## src/sv/assert_macros.svh

```systemverilog
// ----------------------------------------------------------------------------
// Assertion macros
// Shared concurrent assertion helpers; they compile to nothing under SYNTH.
// ----------------------------------------------------------------------------
`ifndef ASSERT_MACROS_SVH
`define ASSERT_MACROS_SVH

`ifndef SYNTH

// Property must hold at every clock edge outside reset.
`define ASSERT_ALWAYS(label, clk, rstn, prop, msg) \
    label: assert property (@(posedge clk) disable iff (!(rstn)) (prop)) else $error(msg);

// Condition must never be seen at a clock edge outside reset.
`define ASSERT_NEVER(label, clk, rstn, cond, msg) \
    label: assert property (@(posedge clk) disable iff (!(rstn)) !(cond)) else $error(msg);

`else

`define ASSERT_ALWAYS(label, clk, rstn, prop, msg)

`define ASSERT_NEVER(label, clk, rstn, cond, msg)

`endif

`endif

```

## src/sv/p32mul_pkg.sv

```systemverilog
// ----------------------------------------------------------------------------
// Posit multiplier package
// Operand class codes shared by the decoder and the top level.
// ----------------------------------------------------------------------------
package p32mul_pkg;

    // Operand class after decode
    typedef enum logic [2:0] {
        OP_NORMAL = 3'b001,
        OP_ZERO   = 3'b010,
        OP_NAR    = 3'b100
    } op_class_t;

endpackage

```

## src/sv/p32mul_decode.sv

```systemverilog
// ----------------------------------------------------------------------------
// Posit operand decoder
// Splits one posit into sign, scale (regime and exponent) and significand.
// ----------------------------------------------------------------------------
module p32mul_decode #(
    parameter int POSIT_WIDTH = 32,
    parameter int EXP_BITS    = 4,
    localparam int W          = POSIT_WIDTH - 1,
    localparam int SIG_W      = POSIT_WIDTH - 2,
    localparam int SCALE_W    = $clog2(2 * W * (1 << EXP_BITS) + 2) + 1
) (
    input  logic [POSIT_WIDTH-1:0]    operand,
    output p32mul_pkg::op_class_t     op_class,
    output logic                      op_neg,
    output logic signed [SCALE_W-1:0] op_scale,
    output logic [SIG_W-1:0]          op_sig
);
    import p32mul_pkg::*;

    localparam int RUN_W = $clog2(W + 2);
    localparam int EW    = (EXP_BITS > 0) ? EXP_BITS : 1;
    localparam logic [POSIT_WIDTH-1:0] NAR_PAT = {1'b1, {W{1'b0}}};

    logic [POSIT_WIDTH-1:0]    body;
    logic [W-1:0]              body_w;
    logic [W-1:0]              scan;
    logic [W-1:0]              tail;
    logic [W-1:0]              frac_sh;
    logic                      r0;
    logic [RUN_W-1:0]          run;
    logic signed [SCALE_W-1:0] k_val;
    logic [EW-1:0]             e_val;

    always_comb begin
        op_neg = operand[POSIT_WIDTH-1];
        body   = op_neg ? -operand : operand;
        body_w = body[W-1:0];
        r0     = body_w[W-1];
        scan   = r0 ? ~body_w : body_w;

        // Run length of the regime: leading bits equal to the first one
        run = RUN_W'(W);
        for (int i = 0; i < W; i++) begin
            if (scan[i]) begin
                run = RUN_W'(W - 1 - i);
            end
        end

        // Drop regime and terminator, exponent then fraction left-aligned
        tail    = body_w << (run + 1'b1);
        e_val   = EW'(tail >> (W - EXP_BITS));
        frac_sh = tail << EXP_BITS;

        if (r0) begin
            k_val = $signed(SCALE_W'(run)) - $signed(SCALE_W'(1));
        end else begin
            k_val = -$signed(SCALE_W'(run));
        end
        op_scale = (k_val <<< EXP_BITS) + $signed(SCALE_W'(e_val));
        op_sig   = {1'b1, frac_sh[W-1:2]};

        if (operand == '0) begin
            op_class = OP_ZERO;
        end else if (operand == NAR_PAT) begin
            op_class = OP_NAR;
        end else begin
            op_class = OP_NORMAL;
        end
    end

endmodule

```

## src/sv/posit32_es4_multiplier_unit.sv

```systemverilog
// ----------------------------------------------------------------------------
// Posit multiplier unit
// Registered product of two posits with truncated fraction and range clamp.
// ----------------------------------------------------------------------------
// Takes one operand pair per beat and returns one product beat per pair, in
// order. Operands are posit<POSIT_WIDTH, EXP_BITS> patterns in the low
// POSIT_WIDTH bits of each 32-bit port (upper bits are ignored, upper product
// bits read zero). NaR in either operand gives NaR with m_is_nar set, also
// when the other operand is zero; otherwise a zero operand gives zero. The
// fraction is truncated, never rounded, and the magnitude is clamped to
// minpos/maxpos, so a nonzero product never underflows to zero. A pair is
// loaded into the input register at its accepting edge; decode, significand
// multiply and repack then run as one combinational pass into the result
// register, which offers the product beat. A new pair is accepted every
// cycle while the result side keeps up; s_ready drops only when both
// registers are full and m_ready is low. The decode, the significand
// multiply (POSIT_WIDTH-2 bits square) and the repack form one path and
// set the clock period.
// ----------------------------------------------------------------------------
`include "assert_macros.svh"

module posit32_es4_multiplier_unit #(
    parameter int POSIT_WIDTH = 32,
    parameter int EXP_BITS    = 4
) (
    input  logic        aclk,
    input  logic        aresetn,
    input  logic        s_valid,
    output logic        s_ready,
    input  logic [31:0] s_operand_a,
    input  logic [31:0] s_operand_b,
    output logic        m_valid,
    input  logic        m_ready,
    output logic [31:0] m_product,
    output logic        m_is_nar
);
    import p32mul_pkg::*;

    localparam int W       = POSIT_WIDTH - 1;
    localparam int SIG_W   = POSIT_WIDTH - 2;
    localparam int PROD_W  = 2 * SIG_W;
    localparam int SCALE_W = $clog2(2 * W * (1 << EXP_BITS) + 2) + 1;
    localparam int RUN_W   = $clog2(W + 2);
    localparam int EW      = (EXP_BITS > 0) ? EXP_BITS : 1;
    localparam logic [EW-1:0] EXP_MASK = EW'((1 << EXP_BITS) - 1);
    localparam logic [31:0] NAR_WORD   = 32'd1 << (POSIT_WIDTH - 1);
    localparam logic signed [SCALE_W-1:0] LIMIT_POS = SCALE_W'(POSIT_WIDTH - 2);
    localparam logic signed [SCALE_W-1:0] LIMIT_NEG = -LIMIT_POS;

    // Ready chain: a register advances when empty or when the next advances
    logic s0_ready, s1_ready;

    // Input register
    logic                   s0_valid_reg;
    logic [POSIT_WIDTH-1:0] s0_a_reg, s0_b_reg;

    // Result register
    logic        m_valid_reg;
    logic [31:0] m_product_reg, m_product_next;
    logic        m_is_nar_reg;

    // Decoder outputs
    op_class_t                 cls_a, cls_b;
    logic                      neg_a, neg_b;
    logic signed [SCALE_W-1:0] scale_a, scale_b;
    logic [SIG_W-1:0]          sig_a, sig_b;

    // Combined operands and raw significand product
    logic                      prod_nar, prod_zero, prod_neg;
    logic signed [SCALE_W-1:0] prod_scale;
    logic [PROD_W-1:0]         prod_sig;

    // Pack signals
    logic signed [SCALE_W-1:0] scale_n, k_p;
    logic [PROD_W-1:0]         frac_al;
    logic [W-1:0]              frac_w, tail_p, regime, mag;
    logic [EW-1:0]             e_p;
    logic [RUN_W-1:0]          amt, used;
    logic [POSIT_WIDTH-1:0]    res;

    assign s1_ready = !m_valid_reg || m_ready;
    assign s0_ready = !s0_valid_reg || s1_ready;
    assign s_ready  = s0_ready;

    p32mul_decode #(.POSIT_WIDTH(POSIT_WIDTH), .EXP_BITS(EXP_BITS)) u_dec_a (
        .operand  (s0_a_reg),
        .op_class (cls_a),
        .op_neg   (neg_a),
        .op_scale (scale_a),
        .op_sig   (sig_a)
    );

    p32mul_decode #(.POSIT_WIDTH(POSIT_WIDTH), .EXP_BITS(EXP_BITS)) u_dec_b (
        .operand  (s0_b_reg),
        .op_class (cls_b),
        .op_neg   (neg_b),
        .op_scale (scale_b),
        .op_sig   (sig_b)
    );

    // Control: valid bits of the two registers
    always_ff @(posedge aclk) begin
        if (!aresetn) begin
            s0_valid_reg <= 1'b0;
            m_valid_reg  <= 1'b0;
        end else begin
            if (s0_ready) begin
                s0_valid_reg <= s_valid;
            end
            if (s1_ready) begin
                m_valid_reg <= s0_valid_reg;
            end
        end
    end

    // Datapath: load a register only when a beat moves into it
    always_ff @(posedge aclk) begin
        if (s0_ready && s_valid) begin
            s0_a_reg <= s_operand_a[POSIT_WIDTH-1:0];
            s0_b_reg <= s_operand_b[POSIT_WIDTH-1:0];
        end
        if (s1_ready && s0_valid_reg) begin
            m_product_reg <= m_product_next;
            m_is_nar_reg  <= prod_nar;
        end
    end

    // Combine the decoded operands and multiply the significands
    assign prod_nar   = (cls_a == OP_NAR) || (cls_b == OP_NAR);
    assign prod_zero  = (cls_a == OP_ZERO) || (cls_b == OP_ZERO);
    assign prod_neg   = neg_a ^ neg_b;
    assign prod_scale = scale_a + scale_b;
    assign prod_sig   = PROD_W'(sig_a) * PROD_W'(sig_b);

    // Pack: renormalize, split scale into regime and exponent, clamp, repack
    always_comb begin
        // Product lies in [1, 4): a carry into the top bit bumps the scale
        scale_n = prod_scale + $signed(SCALE_W'(prod_sig[PROD_W-1]));
        // Drop the hidden one and left-align the fraction
        frac_al = prod_sig[PROD_W-1] ? (prod_sig << 1) : (prod_sig << 2);
        frac_w  = frac_al[PROD_W-1 -: W];

        k_p    = scale_n >>> EXP_BITS;
        e_p    = EW'(scale_n) & EXP_MASK;
        tail_p = (W'(e_p) << (W - EXP_BITS)) | (frac_w >> EXP_BITS);

        amt    = '0;
        used   = '0;
        regime = '0;
        if (k_p >= LIMIT_POS) begin
            mag = {W{1'b1}};
        end else if (k_p < LIMIT_NEG) begin
            mag = W'(1);
        end else begin
            if (k_p >= 0) begin
                // k+1 ones, then a terminating zero
                amt    = RUN_W'(k_p);
                regime = ~({W{1'b1}} >> (amt + 1'b1));
                used   = amt + RUN_W'(2);
            end else begin
                // -k zeros, then a terminating one
                amt    = RUN_W'(-k_p);
                regime = {1'b1, {(W - 1){1'b0}}} >> amt;
                used   = amt + RUN_W'(1);
            end
            mag = regime | (tail_p >> used);
        end

        res = prod_neg ? -{1'b0, mag} : {1'b0, mag};

        if (prod_nar) begin
            m_product_next = NAR_WORD;
        end else if (prod_zero) begin
            m_product_next = '0;
        end else begin
            m_product_next = 32'(res);
        end
    end

    assign m_valid   = m_valid_reg;
    assign m_product = m_product_reg;
    assign m_is_nar  = m_is_nar_reg;

    `ASSERT_ALWAYS(a_nar_match, aclk, aresetn,
        m_valid |-> (m_is_nar == (m_product == NAR_WORD)),
        "NaR flag and pattern disagree")
    `ASSERT_NEVER(a_high_clear, aclk, aresetn,
        m_valid && ((m_product >> POSIT_WIDTH) != '0),
        "product bits above width set")
    `ASSERT_ALWAYS(a_prod_norm, aclk, aresetn,
        (s0_valid_reg && !prod_nar && !prod_zero) |->
            (prod_sig[PROD_W-1] || prod_sig[PROD_W-2]),
        "product not normalized")
    `ASSERT_ALWAYS(a_accept_load, aclk, aresetn,
        (s_valid && s_ready) |=> s0_valid_reg,
        "accepted beat not held")

endmodule
```

## config.mk

```make
export PLATFORM = sky130hd
export DESIGN_NAME = posit32_es4_multiplier_unit
export DESIGN_NICKNAME = d
export VERILOG_FILES = /design/src/sv/p32mul_pkg.sv /design/src/sv/p32mul_decode.sv /design/src/sv/posit32_es4_multiplier_unit.sv
export VERILOG_INCLUDE_DIRS = /design/src /design/src/sv
export SDC_FILE = /design/constraint.sdc
export NUM_CORES = 2
export LEC_CHECK = 0
export BUFFER_PORTS_ARGS = -buffer_cell sky130_fd_sc_hd__clkbuf_2
export CAP_MARGIN = 5
export CORE_ASPECT_RATIO = 1.25
export CORE_MARGIN = 5
export CORE_UTILIZATION = 55
export CTS_CLUSTER_SIZE = 20
export DETAILED_ROUTE_END_ITERATION = 16
export PLACE_DENSITY = 0.71
export SYNTH_ARGS = -nofsm -noshare
export SYNTH_HDL_FRONTEND = slang
export SYNTH_HIERARCHICAL = 1
export SYNTH_SLANG_ARGS = --single-unit
```

## constraint.sdc

```tcl
create_clock -name aclk -period 17.86 [get_ports aclk]
set_input_delay 1.786 -clock aclk [delete_from_list [all_inputs] [get_ports aclk]]
set_output_delay 1.786 -clock aclk [all_outputs]
set_load 0.01 [all_outputs]
```

## Word-level counts from Yosys, hierarchy flattened

Cells that the tools add are included.

- Output and inout port bits: 35
- Bits of input ports: 68
- Bits in writable memories: 0
- Flip-flop bits (word level): 99
- Memory bits (read-only): 0
- Logic and storage cells: 139
- Memories kept: 0
- Latch bits: 0

- Muxes and demuxes: 83
- Add/subtract/negate cells: 17
- Div/mod/pow operators: 0
- Reduce and logical (&&, ||, !) cells: 11
- Order comparisons: 3
- Multipliers: 1
- Bitwise logic cells: 6
- Equal/unequal tests: 6
- Shift operators: 5

Operators with widths:

| kind | number |
|---|---|
| 2-to-1 mux 6 bit | 63 |
| 2-to-1 mux 31 bit | 9 |
| inverter 31 bit | 3 |
| == test 32 bit, second input constant | 2 |
| logical NOT 32 bit | 2 |
| 2-to-1 mux 32 bit | 2 |
| negation 31 bit | 2 |
| << shifter 31 x 6 -> 31 bit | 2 |
| >> shifter 31 x 6 -> 31 bit, first input constant | 2 |
| 2-to-1 mux 60 bit | 1 |
| multiplier 28 x 28 -> 56 bit | 1 |
| negation 31 -> 32 bit | 1 |
| bitwise OR 31 x 27 -> 31 bit | 1 |
| bitwise OR 31 bit | 1 |
| >> shifter 31 x 6 -> 31 bit | 1 |
| adder 6 x 1 -> 6 bit, second input constant | 4 |
| adder 11 x 5 -> 11 bit | 2 |
| 2-to-1 mux 7 bit | 2 |
| negation 6 -> 7 bit | 2 |
| subtractor 6 x 1 -> 7 bit, second input constant | 2 |
| 2-to-1 mux 3 bit | 4 |
| adder 11 bit | 1 |
| adder 11 x 2 -> 11 bit | 1 |
| greater-or-equal comparator 7 x 1 -> 1 bit, second input constant | 1 |
| other kinds (12) | 20 |

## Depth between registers and ports, before layout

- Depth after elaboration: 52
- Depth in mapped cells: 85
- Depth with buffers taken out: 71

## Cells and area by module

The synthesis kept the hierarchy.

By module, submodules not included:

| module | area an instance (µm²) | instances | cells an instance | seq. area each (µm²) |
|---|---|---|---|---|
| posit32_es4_multiplier_unit | 39591.7 | 1 | 4550 | 2952.8 |
| p32mul_decode at u_dec_b | 4678.2 | 1 | 701 | 0.0 |
| p32mul_decode at u_dec_a | 4415.5 | 1 | 630 | 0.0 |

## Worst setup path before layout

OpenSTA, ideal clock, no wires.

- Kind: register to register
- Start: register s0_b_reg[0]
- End: register m_product_reg[24] (netlist: m_product[24]) (data pin)
- Buffers on the path: 18
- Data required time: 17.597 ns
- Arrival time: 18.868 ns
- Stages on the path, launching flop included: 82
- Setup time: 0.263 ns
- Clock period less this slack: 19.131 ns
- Path slack: -1.271 ns
- Path through: edfxtp_1 > clkbuf_1 > inv_1 > ha_1 > clkbuf_1 > inv_1 > or4_1 > buf_4 > o41ai_4 > xnor2_2 > clkbuf_1 > nand3_1 > o211a_1 > o311ai_2 > o21ai_2 > nand2_2 > buf_1 > ha_1 > (+46 left out) > and2_0 > clkbuf_1 > clkbuf_1 > ha_1 > mux2i_1 > buf_2 > nor2_1 > buf_2 > nand3_1 > o2111ai_1 > a211o_1 > a221o_1 > nand2_1 > ha_1 > nand4_1 > nor3_4 > a41oi_1 > mux2i_1

- Elaborated cells on any way between the ends: 77
- Those cells by class: 12 x add/sub; 1 x mul; 3 x order compare; 3 x eq/ne; 4 x shift; 46 x mux; 4 x bitwise; 4 x reduce/logical

RTL lines:

| element | RTL line | RTL |
|---|---|---|
| start, declared | posit32_es4_multiplier_unit.sv:55 | `logic [POSIT_WIDTH-1:0] s0_a_reg, s0_b_reg;` |
| start signal, assigned | posit32_es4_multiplier_unit.sv:120 | `s0_b_reg <= s_operand_b[POSIT_WIDTH-1:0];` |
| negation 31 bit | p32mul_decode.sv:36 | `body = op_neg ? -operand : operand;` |
| 2-to-1 mux 31 bit * | p32mul_decode.sv:36 |  |
| inverter 31 bit | p32mul_decode.sv:39 | `scan = r0 ? ~body_w : body_w;` |
| 2-to-1 mux 31 bit | p32mul_decode.sv:39 |  |
| 2-to-1 mux 1 bit | p32mul_decode.sv:44 | `if (scan[i]) begin` |
| 2-to-1 mux 6 bit (30 in series) | p32mul_decode.sv:44 |  |
| adder 6 x 1 -> 6 bit | p32mul_decode.sv:50 | `tail = body_w << (run + 1'b1);` |
| << shifter 31 x 6 -> 31 bit * | p32mul_decode.sv:50 |  |
| via sig_b[14] | posit32_es4_multiplier_unit.sv:66 | `logic [SIG_W-1:0] sig_a, sig_b;` |
| (+5 left out) | n/a |  |
| 2-to-1 mux 6 bit or 2-to-1 mux 31 bit (tied branches) | posit32_es4_multiplier_unit.sv:152, posit32_es4_multiplier_unit.sv:155 |  |
| 2-to-1 mux 6 bit or 2-to-1 mux 31 bit (tied branches) | posit32_es4_multiplier_unit.sv:150, posit32_es4_multiplier_unit.sv:152 |  |
| >> shifter 31 x 6 -> 31 bit or 2-to-1 mux 31 bit (tied branches) | posit32_es4_multiplier_unit.sv:166, posit32_es4_multiplier_unit.sv:150 |  |
| bitwise OR 31 bit | posit32_es4_multiplier_unit.sv:166 | `mag = regime \| (tail_p >> used);` |
| 2-to-1 mux 31 bit | posit32_es4_multiplier_unit.sv:152 | `end else if (k_p < LIMIT_NEG) begin` |
| 2-to-1 mux 31 bit * | posit32_es4_multiplier_unit.sv:150 | `if (k_p >= LIMIT_POS) begin` |
| negation 31 -> 32 bit | posit32_es4_multiplier_unit.sv:169 | `res = prod_neg ? -{1'b0, mag} : {1'b0, mag};` |
| 2-to-1 mux 32 bit * | posit32_es4_multiplier_unit.sv:169 |  |
| end signal, assigned | posit32_es4_multiplier_unit.sv:123 | `m_product_reg <= m_product_next;` |
| end, declared | posit32_es4_multiplier_unit.sv:59 | `logic [31:0] m_product_reg, m_product_next;` |

Mark *: on every way through the listed nets, which the timed path passes. The rest lies on a longest branch. The select of a mux whose other input is x is not followed.
A chain may end at the register's enable or synchronous reset.

## Worst setup path after layout

- Start: register s0_a_reg[12]
- End: register m_product_reg[24] (netlist: m_product[24]) (data pin)

- Elaborated cells on any way between the ends: 77
- Those cells by class: 12 x add/sub; 1 x mul; 3 x order compare; 3 x eq/ne; 4 x shift; 46 x mux; 4 x bitwise; 4 x reduce/logical

RTL lines:

| element | RTL line | RTL |
|---|---|---|
| start, declared | posit32_es4_multiplier_unit.sv:55 |  |
| start signal, assigned | posit32_es4_multiplier_unit.sv:119 | `s0_a_reg <= s_operand_a[POSIT_WIDTH-1:0];` |
| negation 31 bit | p32mul_decode.sv:36 |  |
| 2-to-1 mux 31 bit * | p32mul_decode.sv:36 |  |
| 2-to-1 mux 31 bit | p32mul_decode.sv:39 |  |
| 2-to-1 mux 1 bit | p32mul_decode.sv:44 |  |
| 2-to-1 mux 6 bit (30 in series) | p32mul_decode.sv:44 |  |
| adder 6 x 1 -> 6 bit | p32mul_decode.sv:50 |  |
| << shifter 31 x 6 -> 31 bit * | p32mul_decode.sv:50 |  |
| via sig_a[18] | posit32_es4_multiplier_unit.sv:66 |  |
| (+5 left out) | n/a |  |
| 2-to-1 mux 6 bit or 2-to-1 mux 31 bit (tied branches) | posit32_es4_multiplier_unit.sv:152, posit32_es4_multiplier_unit.sv:155 |  |
| 2-to-1 mux 6 bit or 2-to-1 mux 31 bit (tied branches) | posit32_es4_multiplier_unit.sv:150, posit32_es4_multiplier_unit.sv:152 |  |
| >> shifter 31 x 6 -> 31 bit or 2-to-1 mux 31 bit (tied branches) | posit32_es4_multiplier_unit.sv:166, posit32_es4_multiplier_unit.sv:150 |  |
| bitwise OR 31 bit | posit32_es4_multiplier_unit.sv:166 |  |
| 2-to-1 mux 31 bit | posit32_es4_multiplier_unit.sv:152 |  |
| 2-to-1 mux 31 bit * | posit32_es4_multiplier_unit.sv:150 |  |
| negation 31 -> 32 bit | posit32_es4_multiplier_unit.sv:169 |  |
| 2-to-1 mux 32 bit * | posit32_es4_multiplier_unit.sv:169 |  |

Marks and branches as above.

==> key figures <==
Status
  • Status: complete, no violations

Detailed routing
  • DR vias: 45,692
  • # DRC: 0
  • Routed vias/inst: 6.152
  • Pre-Repair DR Iteration Count: 8
  • WL per Instance: ~23 um
  • Starting DRC count in detailed routing: approximately 3,500
  • Routed WL: 168,000 um
  • DRT antenna net count: 0

Timing
  • Minimum clock period: ~18 ns
  • Slew HR: between 20% and 30%
  • Final period util: just under 100%
  • Final slew viol count: 0
  • Fmax: roughly 0.057 GHz
  • Final setup fails: 0
  • Final Hold Vio Count: 0
  • Worst-Margin Slew: ~1.2 ns
  • Worst clock skew: about 0.017 ns

Clock network
  • H-Tree Depth: 3
  • Clk sinks: between 90 and 100
  • Clk slew on worst S/H paths: 0.08 ns
  • Clk_lat worst skew: 0.37 ns
  • Total CTS buffers: 9
  • Clock root cell: clkbuf_16
  • Clk buf depth: 2
  • CTS tree: done

Synth
  • Post-synth ARST share: 0%
  • Synth warn: 6
  • Synth Instances: 5,881
  • Unique cell type count in the Yosys netlist: 130
  • Syn_area_per_cell: approximately 8.3 sq um
  • Register area share after synthesis: slightly above 6%
  • Mapped cell area: 0.04869 sq mm
  • Synth Flop Type: edfxtp_1
  • FF+latch count, synth: just under 100
  • Post-synth EDFFs: 97

Finish
  • Nets: roughly 7,400
  • Post-layout util: between 60% and 70%
  • Area Overhead vs Synth: 16.87%
  • Commonest non-fill, non-tap cell in the layout: inv_1
  • Share of cells above drive strength 1: 19.25%
  • Commonest cells after routing, fill and taps aside: inv_1, fa_1, nand2_1
  • Ant diodes: 0

Floorplan
  • Starting density of the core: between 50% and 60%
  • Core area: approximately 0.088 sq mm
  • Die area: 0.09461 sq mm
  • IO Pins: 103
  • Std-Cell Rows: approximately 120
  • Die width: between 200 and 300 um
  • Die height: roughly 340 um

Critical path
  • RR Startpoint: s0_a_reg[12]
  • CP max stage delay: between 0.7 and 0.8 ns
  • Setup CP Type: register to register
  • Worst setup path start: s0_a_reg[12]
  • Critical Path Source Type: register
  • Setup crit end kind: register
  • CP max FO: 20
  • Worst path required time: roughly 18 ns
  • Most numerous cell on the critical path: buf_4
  • Worst path arrival time: between 15 and 20 ns
  • Slowest cell on crit path: fa_2

Placement
  • Buffers on Ports: about 100
  • Gpl congestion: 1.030
  • Dpl hpwl: roughly 130,000 um

Global routing
  • Initial antenna violation count: 1
  • GR Util All Layers: around 33%
  • GRT overflow: 0
  • Largest net degree at the start of global routing: 65
  • Vias in the first global route: 46,485
  • First-pass GRT wire length: approximately 250,000 um

Hold path
  • Worst hold start: s0_valid_reg
  • Type of the most critical hold path: register to register

Run
  • Max Cap Viol: 0
[metal layers]
| layer | share of wire (%) | global-route usage [%] | wire [um] |
|---|---|---|---|
| met3 | 6.6 | 3.491 | 11170 |
| met5 | 0.010 | 0 | 17 |
| met2 | 49 | 58.29 | 81780 |
| met4 | 7.2 | 18.11 | 12170 |
| met1 | 37 | 40.17 | 62880 |
[cell type report]
type	instances	area (sq um)
Timing Repair inverter	1	7.507
Sequential cell	99	2953
Tap cell	1178	1474
Timing Repair Buffer	736	6321
Fill cell	7542	31330
Inverter	838	3168
Multi-Input combinational cell	4559	42690
Clock buffer	9	225.2
Clock inverter	7	61.31
[Yosys cell counts, drive strengths merged (30+ instances only)]
cell type,number,area share (%)
inv,836,6.4
fa,781,32
nand2,715,5.5
and2,526,6.8
clkbuf,290,2.2
nor2,276,2.1
ha,275,7.1
a21oi,255,2.6
o21ai,212,2.2
mux2i,125,2.6
nor3,117,1.3
buf,100,1.3
edfxtp,97,6.0
nand3,92,0.98
xnor2,89,1.7
nand4,59,0.83
a211oi,57,0.94
o211ai,55,0.85
a31oi,54,0.69
xor2,47,0.85
nor4,44,0.77
or2,43,0.55
mux2,42,0.99
o31ai,41,0.72
or4,38,0.65
o21a,36,0.56
a22oi,34,0.56
o22ai,34,0.47
or3,34,0.44
nand2b,30,0.39
[what timing repair did]
action	in CTS	in global routing
setup endpoints to repair	28	31
pin swaps	13	148
hold buffers	0	0
cloned	3	18
buffers inserted	12	114
gates resized for setup	32	302
[stage by stage]
step | instance area, sq um | setup WS, ns | instances | setup TNS [ns] | hold slack, ns
after floorplan | 49010 | 0.01157 | 5883 | 0 | 0.4768
after global placement | 53510 | -0.2008 | 7264 | -0.6097 | 0.5090
after detailed placement | 53510 | -0.3771 | 7264 | -3.608 | 0.5324
after CTS | 54090 | 0.002766 | 7295 | 0 | 0.5378
after global routing | 56900 | -0.2605 | 7427 | -4.020 | 0.5570
final | 56900 | 0.2313 | 7427 | 0 | 0.5351
[cells by family (layout without fill, tap and decap cells)]
group / count (synthesis) / count (layout) / share of synthesized area, %
AND/OR/NAND/NOR: 2066 / 2066 / 21.77
adder cells (fa/ha/maj): 1057 / 1057 / 39.20
XOR/XNOR: 137 / 137 / 2.601
buffers and inverters: 1228 / 1591 / 9.984
AO/OA/AOI/OAI: 1110 / 1113 / 16.14
other: 4 / 6 / 0.03083
multiplexers: 180 / 180 / 4.199
flip-flops: 99 / 99 / 6.065
[worst max-delay path: cells and delay by family, from the launching register on]
kind                       cells  cell delay [ns]
adders and majority gates     12             5.14
muxes                          6             1.50
buffers and inverters         17             2.44
xor gates and xnor gates       1             0.26
AOI/OAI and AO/OA             15             3.99
and+or+nand+nor               15             3.65
DFF                            1             0.38
[path summary, 6_finish.rpt]
path                   endpoint  slack (ns)  cells after the start
hold reg to reg         m_valid        0.54                      1
setup / recovery  m_product[24]        0.23                     66
setup reg to reg  m_product[24]        0.23                     66
hold / removal          m_valid        0.54                      1
Power is left out: the tool's default activity adds up to more than one toggle a clock period on the data nets, which glitch-free logic cannot reach.
